### src/hw/rtl/ecp_tre_pkg.sv
package ecp_tre_pkg;

    typedef enum logic [1:0] {
        CMD_ENQUEUE   = 2'd0,
        CMD_TICK      = 2'd1,
        CMD_ACK       = 2'd2,
        CMD_PORT_DOWN = 2'd3
    } cmd_t;

    // Register indexes on the configuration port (byte address = 4 * index)
    typedef enum logic [1:0] {
        REG_ACK_TIMER_RELOAD = 2'd0,
        REG_TICK_STEP        = 2'd1,
        REG_MAX_TRIES        = 2'd2
    } reg_idx_t;

    localparam logic [15:0] ACK_TIMER_RELOAD_RST = 16'd100;
    localparam logic [15:0] TICK_STEP_RST        = 16'd10;
    localparam logic [7:0]  MAX_TRIES_RST        = 8'd3;

    localparam logic [7:0]  RETRY_MAX = 8'hFF;
    localparam logic [15:0] ERROR_MAX = 16'hFFFF;

    typedef struct packed {
        cmd_t        cmd;
        logic [15:0] pdu_seq;
        logic        tlv_ok;
    } in_item_t;

    typedef struct packed {
        logic        send_now;
        logic [15:0] send_seq;
        logic        pdu_done;
        logic [15:0] done_seq;
        logic [2:0]  engine_state;
        logic [7:0]  retry_count;
        logic [15:0] error_count;
        logic [4:0]  queue_count;
        logic        enqueue_dropped;
    } out_item_t;

endpackage

### src/hw/rtl/ecp_tre_ram.sv
module ecp_tre_ram #(
    parameter int WIDTH = 16,
    parameter int DEPTH = 16
) (
    input  logic                     aclk,
    input  logic                     we,
    input  logic [$clog2(DEPTH)-1:0] waddr,
    input  logic [WIDTH-1:0]         wdata,
    input  logic [$clog2(DEPTH)-1:0] raddr,
    output logic [WIDTH-1:0]         rdata
);

    logic [WIDTH-1:0] mem [DEPTH];

    always_ff @(posedge aclk) begin
        if (we) begin
            mem[waddr] <= wdata;
        end
        rdata <= mem[raddr];
    end

endmodule

### src/hw/rtl/ecp_transmit_retry_engine.sv
// ECP transmit retry engine. Commands arrive one per transfer on the s_ channel
// (enqueue a PDU sequence number, timer tick, ack received, port down) and each
// one yields exactly one result transfer on the m_ channel with the send/done
// events and the counters as they stand after the command. Each command is
// decoded and applied in the cycle it is accepted and its result is registered,
// so a new command is accepted every cycle unless the result register is full
// and m_ready is low. The PDU queue lives in a RAM read one entry ahead of the
// head; the head entry itself is kept in a register so that a pop can hand the
// next entry over without a stall.
// Timer reload, tick step and retry limit are set over the APB port at byte
// addresses 0x0, 0x4 and 0x8 and should only be changed while the block is idle.
module ecp_transmit_retry_engine
    import ecp_tre_pkg::*;
#(
    parameter int QUEUE_DEPTH = 16
) (
    input  logic        aclk,
    input  logic        aresetn,

    input  logic        s_valid,
    output logic        s_ready,
    input  in_item_t    s_data,

    output logic        m_valid,
    input  logic        m_ready,
    output out_item_t   m_data,

    input  logic        psel,
    input  logic        penable,
    input  logic        pwrite,
    input  logic [3:0]  paddr,
    input  logic [31:0] pwdata,
    output logic [31:0] prdata,
    output logic        pready
);

    localparam int PW = $clog2(QUEUE_DEPTH);
    localparam int FW = $clog2(QUEUE_DEPTH + 1);
    localparam logic [PW-1:0] LAST_IDX = PW'(QUEUE_DEPTH - 1);
    localparam logic [FW-1:0] FULL_CNT = FW'(QUEUE_DEPTH);

    typedef enum logic [2:0] {
        ST_IDLE      = 3'd0,
        ST_INIT      = 3'd1,
        ST_TRANSMIT  = 3'd2,
        ST_COUNT_ERR = 3'd3,
        ST_WAIT      = 3'd4
    } state_t;

    function automatic logic [PW-1:0] next_idx(input logic [PW-1:0] i);
        return (i == LAST_IDX) ? '0 : i + 1'b1;
    endfunction

    // configuration
    logic [15:0] ack_reload_reg;
    logic [15:0] tick_step_reg;
    logic [7:0]  max_tries_reg;
    logic        cfg_wr;
    reg_idx_t    cfg_idx;

    // engine state
    state_t        state_reg, state_next;
    logic [PW-1:0] head_reg, head_next;
    logic [PW-1:0] tail_reg, tail_next;
    logic [FW-1:0] fill_reg, fill_next;
    logic          started_reg, started_next;
    logic [7:0]    retries_reg, retries_next;
    logic [15:0]   errors_reg, errors_next;
    logic [15:0]   countdown_reg, countdown_next;
    logic [15:0]   hd_seq_reg, hd_seq_next;

    // queue RAM and read-ahead bypass
    logic          ram_we;
    logic [PW-1:0] ram_raddr;
    logic [15:0]   ram_rdata;
    logic          byp_hit_reg;
    logic [15:0]   byp_data_reg;
    logic [15:0]   ahead_seq;

    out_item_t   res_reg, res_next;
    logic        res_valid_reg;
    logic        accept;
    logic [15:0] dec_timer;

    assign pready  = 1'b1;
    assign cfg_wr  = psel && penable && pwrite;
    assign cfg_idx = reg_idx_t'(paddr[3:2]);

    always_comb begin
        prdata = '0;
        case (cfg_idx)
            REG_ACK_TIMER_RELOAD: prdata = {16'd0, ack_reload_reg};
            REG_TICK_STEP:        prdata = {16'd0, tick_step_reg};
            REG_MAX_TRIES:        prdata = {24'd0, max_tries_reg};
            default:              prdata = '0;
        endcase
    end

    always_ff @(posedge aclk) begin
        if (!aresetn) begin
            ack_reload_reg <= ACK_TIMER_RELOAD_RST;
            tick_step_reg  <= TICK_STEP_RST;
            max_tries_reg  <= MAX_TRIES_RST;
        end else if (cfg_wr) begin
            case (cfg_idx)
                REG_ACK_TIMER_RELOAD: ack_reload_reg <= pwdata[15:0];
                REG_TICK_STEP:        tick_step_reg  <= pwdata[15:0];
                REG_MAX_TRIES:        max_tries_reg  <= pwdata[7:0];
                default: ;
            endcase
        end
    end

    // handshake: the result register frees up as it is taken
    assign s_ready = !res_valid_reg || m_ready;
    assign accept  = s_valid && s_ready;
    assign m_valid = res_valid_reg;
    assign m_data  = res_reg;

    assign ahead_seq = byp_hit_reg ? byp_data_reg : ram_rdata;
    assign dec_timer = (countdown_reg > tick_step_reg) ? countdown_reg - tick_step_reg : '0;

    assign ram_we    = accept && (s_data.cmd == CMD_ENQUEUE) && (fill_reg != FULL_CNT);
    assign ram_raddr = next_idx(head_next);

    always_comb begin
        state_next     = state_reg;
        head_next      = head_reg;
        tail_next      = tail_reg;
        fill_next      = fill_reg;
        started_next   = started_reg;
        retries_next   = retries_reg;
        errors_next    = errors_reg;
        countdown_next = countdown_reg;
        hd_seq_next    = hd_seq_reg;
        res_next       = '0;

        if (accept) begin
            case (s_data.cmd)
                CMD_ENQUEUE: begin
                    if (fill_reg != FULL_CNT) begin
                        tail_next = next_idx(tail_reg);
                        fill_next = fill_reg + 1'b1;
                        if (fill_reg == '0) begin
                            hd_seq_next = s_data.pdu_seq;
                        end
                    end else begin
                        res_next.enqueue_dropped = 1'b1;
                    end
                end
                CMD_TICK: begin
                    if (!s_data.tlv_ok) begin
                        // flush everything
                        head_next      = '0;
                        tail_next      = '0;
                        fill_next      = '0;
                        started_next   = 1'b0;
                        state_next     = ST_IDLE;
                        retries_next   = '0;
                        errors_next    = '0;
                        countdown_next = '0;
                    end else if (fill_reg != '0) begin
                        if (!started_reg) begin
                            started_next       = 1'b1;
                            errors_next        = '0;
                            state_next         = ST_TRANSMIT;
                            countdown_next     = ack_reload_reg;
                            retries_next       = 8'd1;
                            res_next.send_now  = 1'b1;
                            res_next.send_seq  = hd_seq_reg;
                        end else if (state_reg == ST_WAIT) begin
                            // pop the head and hand over the read-ahead entry
                            res_next.pdu_done = 1'b1;
                            res_next.done_seq = hd_seq_reg;
                            head_next         = next_idx(head_reg);
                            fill_next         = fill_reg - 1'b1;
                            started_next      = 1'b0;
                            hd_seq_next       = ahead_seq;
                        end else begin
                            countdown_next = dec_timer;
                            if (dec_timer == '0 && state_reg == ST_TRANSMIT) begin
                                if (retries_reg < max_tries_reg) begin
                                    state_next        = ST_TRANSMIT;
                                    countdown_next    = ack_reload_reg;
                                    retries_next      = (retries_reg != RETRY_MAX) ?
                                                        retries_reg + 1'b1 : retries_reg;
                                    res_next.send_now = 1'b1;
                                    res_next.send_seq = hd_seq_reg;
                                end else begin
                                    errors_next  = (errors_reg != ERROR_MAX) ?
                                                   errors_reg + 1'b1 : errors_reg;
                                    state_next   = ST_WAIT;
                                    retries_next = '0;
                                end
                            end
                        end
                    end
                end
                CMD_ACK: begin
                    if (state_reg == ST_TRANSMIT) begin
                        state_next   = ST_WAIT;
                        retries_next = '0;
                    end
                end
                CMD_PORT_DOWN: begin
                    state_next   = ST_INIT;
                    retries_next = '0;
                    errors_next  = '0;
                    started_next = 1'b0;
                end
                default: ;
            endcase

            res_next.engine_state = 3'(state_next);
            res_next.retry_count  = retries_next;
            res_next.error_count  = errors_next;
            res_next.queue_count  = 5'(fill_next);
        end
    end

    ecp_tre_ram #(
        .WIDTH (16),
        .DEPTH (QUEUE_DEPTH)
    ) u_queue_ram (
        .aclk  (aclk),
        .we    (ram_we),
        .waddr (tail_reg),
        .wdata (s_data.pdu_seq),
        .raddr (ram_raddr),
        .rdata (ram_rdata)
    );

    always_ff @(posedge aclk) begin
        if (!aresetn) begin
            state_reg     <= ST_IDLE;
            head_reg      <= '0;
            tail_reg      <= '0;
            fill_reg      <= '0;
            started_reg   <= 1'b0;
            retries_reg   <= '0;
            errors_reg    <= '0;
            countdown_reg <= '0;
            res_valid_reg <= 1'b0;
            byp_hit_reg   <= 1'b0;
        end else begin
            state_reg     <= state_next;
            head_reg      <= head_next;
            tail_reg      <= tail_next;
            fill_reg      <= fill_next;
            started_reg   <= started_next;
            retries_reg   <= retries_next;
            errors_reg    <= errors_next;
            countdown_reg <= countdown_next;
            // the RAM returns old data when written at the address being read
            byp_hit_reg   <= ram_we && (tail_reg == ram_raddr);
            if (accept) begin
                res_valid_reg <= 1'b1;
            end else if (m_ready) begin
                res_valid_reg <= 1'b0;
            end
        end
    end

    always_ff @(posedge aclk) begin
        hd_seq_reg   <= hd_seq_next;
        byp_data_reg <= s_data.pdu_seq;
        if (accept) begin
            res_reg <= res_next;
        end
    end

endmodule

### config.mk
export PLATFORM = sky130hd
export DESIGN_NAME = ecp_transmit_retry_engine
export DESIGN_NICKNAME = d
export VERILOG_FILES = /design/src/hw/rtl/ecp_tre_pkg.sv /design/src/hw/rtl/ecp_tre_ram.sv /design/src/hw/rtl/ecp_transmit_retry_engine.sv
export SDC_FILE = /design/constraint.sdc
export NUM_CORES = 1
export LEC_CHECK = 0
export BUFFER_PORTS_ARGS = -buffer_cell sky130_fd_sc_hd__buf_2
export CORE_ASPECT_RATIO = 2
export CORE_UTILIZATION = 50
export CTS_BUF_LIST = sky130_fd_sc_hd__clkbuf_4 sky130_fd_sc_hd__clkbuf_8
export DETAILED_ROUTE_END_ITERATION = 10
export PLACE_DENSITY = 0.68
export SKIP_LAST_GASP = 1
export SYNTH_ARGS = -nofsm -noshare
export SYNTH_HDL_FRONTEND = slang
export SYNTH_HIERARCHICAL = 1
export SYNTH_SLANG_ARGS = --single-unit
### constraint.sdc
create_clock -name aclk -period 5 [get_ports aclk]
set_input_delay 0.25 -clock aclk [delete_from_list [all_inputs] [get_ports aclk]]
set_output_delay 0.25 -clock aclk [all_outputs]
set_load 0.02 [all_outputs]
==> results of run 1 <==
[final cells by class]
class	count	area [um^2]
multi-input combinational	986	7093
tap	530	663.1
clock inverter	27	205.2
fill	3288	16930
timing repair buffer	204	1309
sequential	470	12800
antenna	1	2.502
clock buffer	92	1135
inverter	52	196.4
[metal layers]
metal	vias up	global-route usage	part of all wire
met4	0	0.1596	0.057
li1	6358	-	-
met5	-	0	0
met2	536	0.4850	0.55
met3	146	0.03803	0.050
met1	6832	0.2623	0.34
[metrics by stage]
stage	power, uW	std cells	setup slack, ns
CTS	7751	2361	0.7632
global route	7936	2362	0.5753
finish	7670	2362	0.7494
global placement	4669	2208	0.8628
floorplan	4532	1605	1.259
detailed placement	4678	2208	0.7753
[Yosys cell counts (19+ instances only)]
cell / count
a21oi_1: 78
a22oi_1: 35
and2_1: 28
and3_1: 26
buf_4: 21
clkbuf_1: 57
dfxtp_1: 131
edfxtp_1: 339
ha_1: 30
inv_1: 51
mux2i_1: 46
mux4_2: 54
nand2_1: 200
nand3_1: 42
nand4_1: 19
nor2_1: 91
nor3_1: 28
o21ai_0: 68
xor2_1: 20
[where the power goes]
part,leakage (uW),total (uW),internal [uW],switching [uW]
clock,0.000712,3050,1590,1460
combinational,0.00355,363,105,257
sequential,0.00419,4250,4220,27.6
total,0.00845,7670,5930,1740
[worst reg2reg max path, cell delays in order (launching register included)]
cell and delay (ns):
dfxtp_1 0.34, ha_1 0.23, fa_1 0.39, nand2b_2 0.23, a211oi_4 0.26, o21bai_1 0.12
a311oi_1 0.39, o21ai_1 0.10, or4_1 0.55, o21ai_4 0.56, nand2_4 0.19, o311ai_1 0.39
o311ai_0 0.21
[worst min-delay path by stage]
stage | startpoint | depth (start not counted) | end
floorplan | s_data[1] | 0 | byp_data_reg[0]
global placement | tick_step_reg[6] | 2 | tick_step_reg[6]
detailed placement | tick_step_reg[2] | 2 | tick_step_reg[2]
CTS | s_data[0] | 3 | tail_reg[3]
global route | s_data[0] | 3 | tail_reg[3]
finish | s_data[0] | 3 | tail_reg[3]
[kinds of logic (layout without fill, tap and decap cells)]
kind of cell	Yosys count	count (layout)
compound gates	294	294
xor+xnor	26	26
fa+ha+maj	31	31
buf+inv	149	375
flops	470	470
mux	112	112
other cells	2	18
simple gates	506	506
==> metrics.txt, run 1 <==
setup clock skew after layout=0.02215 ns; slack of the worst reg-to-reg path=0.75 ns; final core utilization=0.5802; #FFs+latches synth=470; Mapped Area=0.02046 mm^2; commonest cells after routing, fill and taps aside=edfxtp_1, nand2_1, dfxtp_1; Ys Warns=6; final hold violation count=0; Skew-Pair Late Insertion Delay=0.62 ns; Die X=145.0 um; CP endpoint=m_data[19]; row cnt=104; final setup TNS=0 ns; post-synthesis xor/xnor area fraction=0.01113; Worst R2R Path Depth=12; Critical Path RT=5.32 ns; sequential-to-total area share from yosys stat=0.6257; initial drt markers=782; LEAKAGE=0.008455 uW; Final #Nets=1,875; Vias=13.87k; share of cells above drive strength 1=0.1999; CTS clk-pin slew, worst paths=0.07 ns; CP startpoint=tick_step_reg[0]; Synth area leaders=edfxtp_1, dfxtp_1, mux4_2; Worst path top cell family by delay=compound AO/OA/AOI/OAI gates; hold buffers post-CTS=34; CTS root buffer=clkbuf_8; crit-path max FO=20; FF-to-FF Start=tick_step_reg[0]; Num CTS Buffers=68; VDD IR max=0.3276 mV; Fmax achieved=235.3 MHz; power per cell area=327.7 mW/mm^2; TritonCTS clock tree=built; CP Class=reg2reg; Final GP Congestion=0.9250; Post-synth EDFFs=339; final worst-path cycle share=0.8501; Synth Area in Adders=0.01932; total track usage=0.2562; vias in the first global route=14.35k; core area=0.04034 mm^2; largest family of logic cells by synthesized area=simple AND/OR/NAND/NOR gates; min cycle time layout=4.251 ns; relative slew slack=0.2002; top_reg_cell synth=edfxtp_1; clock sinks=470; Post-Synth Simple-Gate Area=0.1193; CTS H-tree depth=3; io pins=164; RSZ-0062 raised after global routing=no; asr flop ratio synth=0; DR pass1 iterations=5; Slew Limit Fails=0; Vias/cell=5.873; Worst EP arrival=4.57 ns; wire length per cell=22.22 um; die footprint=0.04178 mm^2; Avg Cell Area, Syn=12.87 um^2; Post-Syn Instances=1,590; CP Launch Type=flip-flop; mux share of post-synthesis cell area=0.09589; Max Cap Viol=0; outcome=completed; CP Buf/Inv Count=0; post-synth top area share=0.4976; slowest CP cell=o21ai_4; die height=288.1 um; post-route ant nets=0; Critical Path End Type=flip-flop; aggregate global routing overflow=0; DRC viols=0; area leader, netlist=edfxtp_1; max reg flops=256; Placed Area=0.02172 mm^2; first-pass GRT wire length=80,740 um; largest net degree at the start of global routing=65; Worst Tran Pin Value=1.193 ns; worst-path cell chain=ha_1, fa_1, nand2b_2, a211oi_4, o21bai_1, a311oi_1, o21ai_1, or4_1, o21ai_4, nand2_4, o311ai_1, o311ai_0; fin area=0.02341 mm^2; initial antenna violation count=1; hpwl dp=35,020 um; Initial Util=0.5072; post-synthesis compound-gate area fraction=0.09479; count of cell types in the netlist=83; Area growth, synth to finish=14.40%; most common cell after layout, fill and taps aside=edfxtp_1; setup repair bufs after CTS=0; post-cts resize count=0; Top reg by flops=u_queue_ram/mem; clk buf depth=3; CP max stage delay=0.56 ns; Worst Hold Class=in2reg; IO buf count=128; Routed Wire Length=52,480 um; Stages on worst setup path=12; Setup Viol. Count Final=0; r2r endpoint=m_data[19]; Hold Slack=0.1612 ns
Note: power is estimated with default switching activity, not from simulation.
==> run 2: changes to the inputs <==
--- a/config.mk
+++ b/config.mk
@@ -5,6 +5,7 @@
 export SDC_FILE = /design/constraint.sdc
 export NUM_CORES = 1
 export LEC_CHECK = 0
+export ABC_AREA = 1
 export BUFFER_PORTS_ARGS = -buffer_cell sky130_fd_sc_hd__buf_2
 export CORE_ASPECT_RATIO = 2
 export CORE_UTILIZATION = 50
==> run 2 against run 1 <==
- fmax increased by 11%
- design area rose by 6.3%
- die area rose by 8.0%
- clock power is 3% higher
- first-iteration DRC count increased by 52%
- critical path type unchanged
- global-route usage up 2.0 points
==> metrics.txt, run 2 <==
Tot Pwr=8057 uW; row cnt=108; count of cell types in the netlist=49; LEAKAGE=0.01095 uW; Skew-Pair Late Insertion Delay=0.65 ns; Synth area leaders=edfxtp_1, dfxtp_1, nand2_1; Ys Warns=6; r2r endpoint=u_queue_ram/rdata[0]; Slew Limit Fails=0; setup clock skew after layout=0.03396 ns; Avg Cell Area, Syn=8.889 um^2; DRC viols=0; FF-to-FF Start=state_reg[2]; Post-synth EDFFs=339; Worst Hold End=head_reg[0]; Worst EP arrival=4.40 ns; RSZ-0062 raised after global routing=no; slack of the worst reg-to-reg path=1.16 ns; clock sinks=470; commonest cells after routing, fill and taps aside=nand2_1, inv_1, edfxtp_1; Num CTS Buffers=68; Critical Path End Type=flip-flop; post-route ant nets=0; top post-synthesis cells by count=nand2_1, inv_1, edfxtp_1; worst slack, placed=1.174 ns; die height=299.5 um; outcome=completed; max reg flops=256; post-cts resize count=0; Clock power frac=0.390; io pins=164; CP Launch Type=flip-flop; Worst R2R Path Depth=18; Flop pwr share=0.534; Worst Hold Class=in2reg; share of cells above drive strength 1=0.1185; wire length per cell=18.78 um; crit-path max FO=41; hold path depth=5; Vias=17.54k; initial antenna violation count=2; Placed Area=0.02316 mm^2; Critical Path RT=5.56 ns; final hold violation count=0; die footprint=0.04514 mm^2; Mapped Area=0.02212 mm^2; aggregate global routing overflow=0; Vias/cell=5.381; Area growth, synth to finish=12.47%; power per cell area=323.8 mW/mm^2; Fmax achieved=260.5 MHz; Max Cap Viol=0; CTS root buffer=clkbuf_8; initial drt markers=1,186; total track usage=0.2767; Switch Pwr=2004 uW; Final GP Congestion=0.9301; Initial Util=0.5085; Die X=150.7 um; cell internal pwr=6054 uW; VDD IR max=0.1893 mV; clk buf depth=3; min cycle time layout=3.839 ns; Setup Viol. Count Final=0; first-pass GRT wire length=93,370 um; core area=0.04351 mm^2; sequential-to-total area share from yosys stat=0.5787; Final #Nets=2,749; Routed Wire Length=61,210 um; relative slew slack=0.3096; vias in the first global route=17.18k; #FFs+latches synth=470; area leader, netlist=edfxtp_1; hold path startpoint=s_data[0]; asr flop ratio synth=0; fin area=0.02488 mm^2; top_reg_cell synth=edfxtp_1; CTS clk-pin slew, worst paths=0.07 ns; CP Class=reg2reg; largest net degree at the start of global routing=129; area of the multi-input gates=0.007149 mm^2; final setup TNS=0 ns; DR pass1 iterations=5; final worst-path cycle share=0.7679; post-synth top area share=0.4601; TritonCTS clock tree=built; register area=0.01280 mm^2; Post-Syn Instances=2,489; IO buf count=128; Fill cells=3,919; Worst Tran Pin Value=1.036 ns; hpwl dp=40,570 um; switching fraction of total power=0.2487; most common cell after layout, fill and taps aside=nand2_1; CTS H-tree depth=3; most numerous cell in the Yosys netlist=nand2_1; fin worst setup slack=1.161 ns; combinational share of power=0.076; Top reg by flops=u_queue_ram/mem
-- run 2: power by group through the flow --
stage / clock network, uW / registers, uW / logic, uW
global placement: 0 / 4380 / 578
detailed placement: 0 / 4380 / 590
finish: 3140 / 4300 / 613
global route: 3380 / 4310 / 672
CTS: 3210 / 4300 / 613
floorplan: 0 / 4420 / 344
-- run 2: worst max-delay path by stage --
| stage | start | end | slack, ns |
|---|---|---|---|
| after floorplan | m_valid | hd_seq_reg[0] | 0.68 |
| after global placement | s_data[17] | u_queue_ram/rdata[0] | 1.22 |
| after detailed placement | state_reg[2] | u_queue_ram/rdata[0] | 1.17 |
| after CTS | state_reg[2] | u_queue_ram/rdata[0] | 1.12 |
| after global routing | state_reg[2] | u_queue_ram/rdata[1] | 0.82 |
| final | state_reg[2] | u_queue_ram/rdata[0] | 1.16 |
-- run 2: cells by family (layout without fill, tap and decap cells) --
family                     Yosys count  after routing  synth area share
AOI/OAI and AO/OA                  293            293           0.07177
xor gates and xnor gates            13             13          0.005147
adders and majority gates           31             31           0.01787
buffers and inverters              539            743            0.1021
DFF                                470            470            0.5787
other                                2             19         0.0003395
and+or+nand+nor                   1141           1141            0.2241
-- run 2: layout make-up --
cell class,count,area share
Timing Repair Buffer,193,0.04968
Antenna cell,2,0.0002011
Sequential cell,470,0.5145
Tap cell,550,0.02766
Clock inverter,29,0.009202
Inverter,428,0.06502
Clock buffer,93,0.04641
Multi-Input combinational cell,1495,0.2873
-- run 2: worst max-delay path, cell delays in order, from the launching register on --
cell      delay [ns]
dfxtp_1         0.37
inv_1           0.09
nor3_1          0.26
nand2_1         0.16
nor2_1          0.25
inv_2           0.11
o21ai_0         0.15
nand2_1         0.06
nand2_1         0.11
inv_1           0.14
ha_2            0.24
a21oi_4         0.19
clkinv_2        0.53
buf_4           0.47
nand2_1         0.10
nand3_1         0.08
nand3_1         0.12
nand3_1         0.15
nand2_1         0.13
-- run 2: stage by stage --
stage | utilization | hold slack, ns | instances
5_1_grt | 0.5718 | 0.05328 | 3259
6_report | 0.5719 | 0.05234 | 3260
3_5_place_dp | 0.5324 | 0.4621 | 3103
3_3_place_gp | 0.5324 | 0.4560 | 3103
4_1_cts | 0.5717 | 0.02416 | 3258
2_1_floorplan | - | 0.2777 | 2504
-- run 2: repair_timing --
item / in CTS / in global routing
endpoints found under the hold margin: 217 / 0
hold buffers: 33 / 0
buffers inserted: 0 / 0
-- run 2: metal layers --
| metal | up-vias | part of all wire | wire, um | global-route usage |
|---|---|---|---|---|
| li1 | 8413 | - | - | - |
| met1 | 8326 | 0.34 | 20830 | 0.2762 |
| met2 | 599 | 0.55 | 33650 | 0.5214 |
| met3 | 202 | 0.050 | 3076 | 0.04551 |
| met4 | 2 | 0.060 | 3645 | 0.1652 |
| met5 | - | 0.00016 | 10 | 0 |
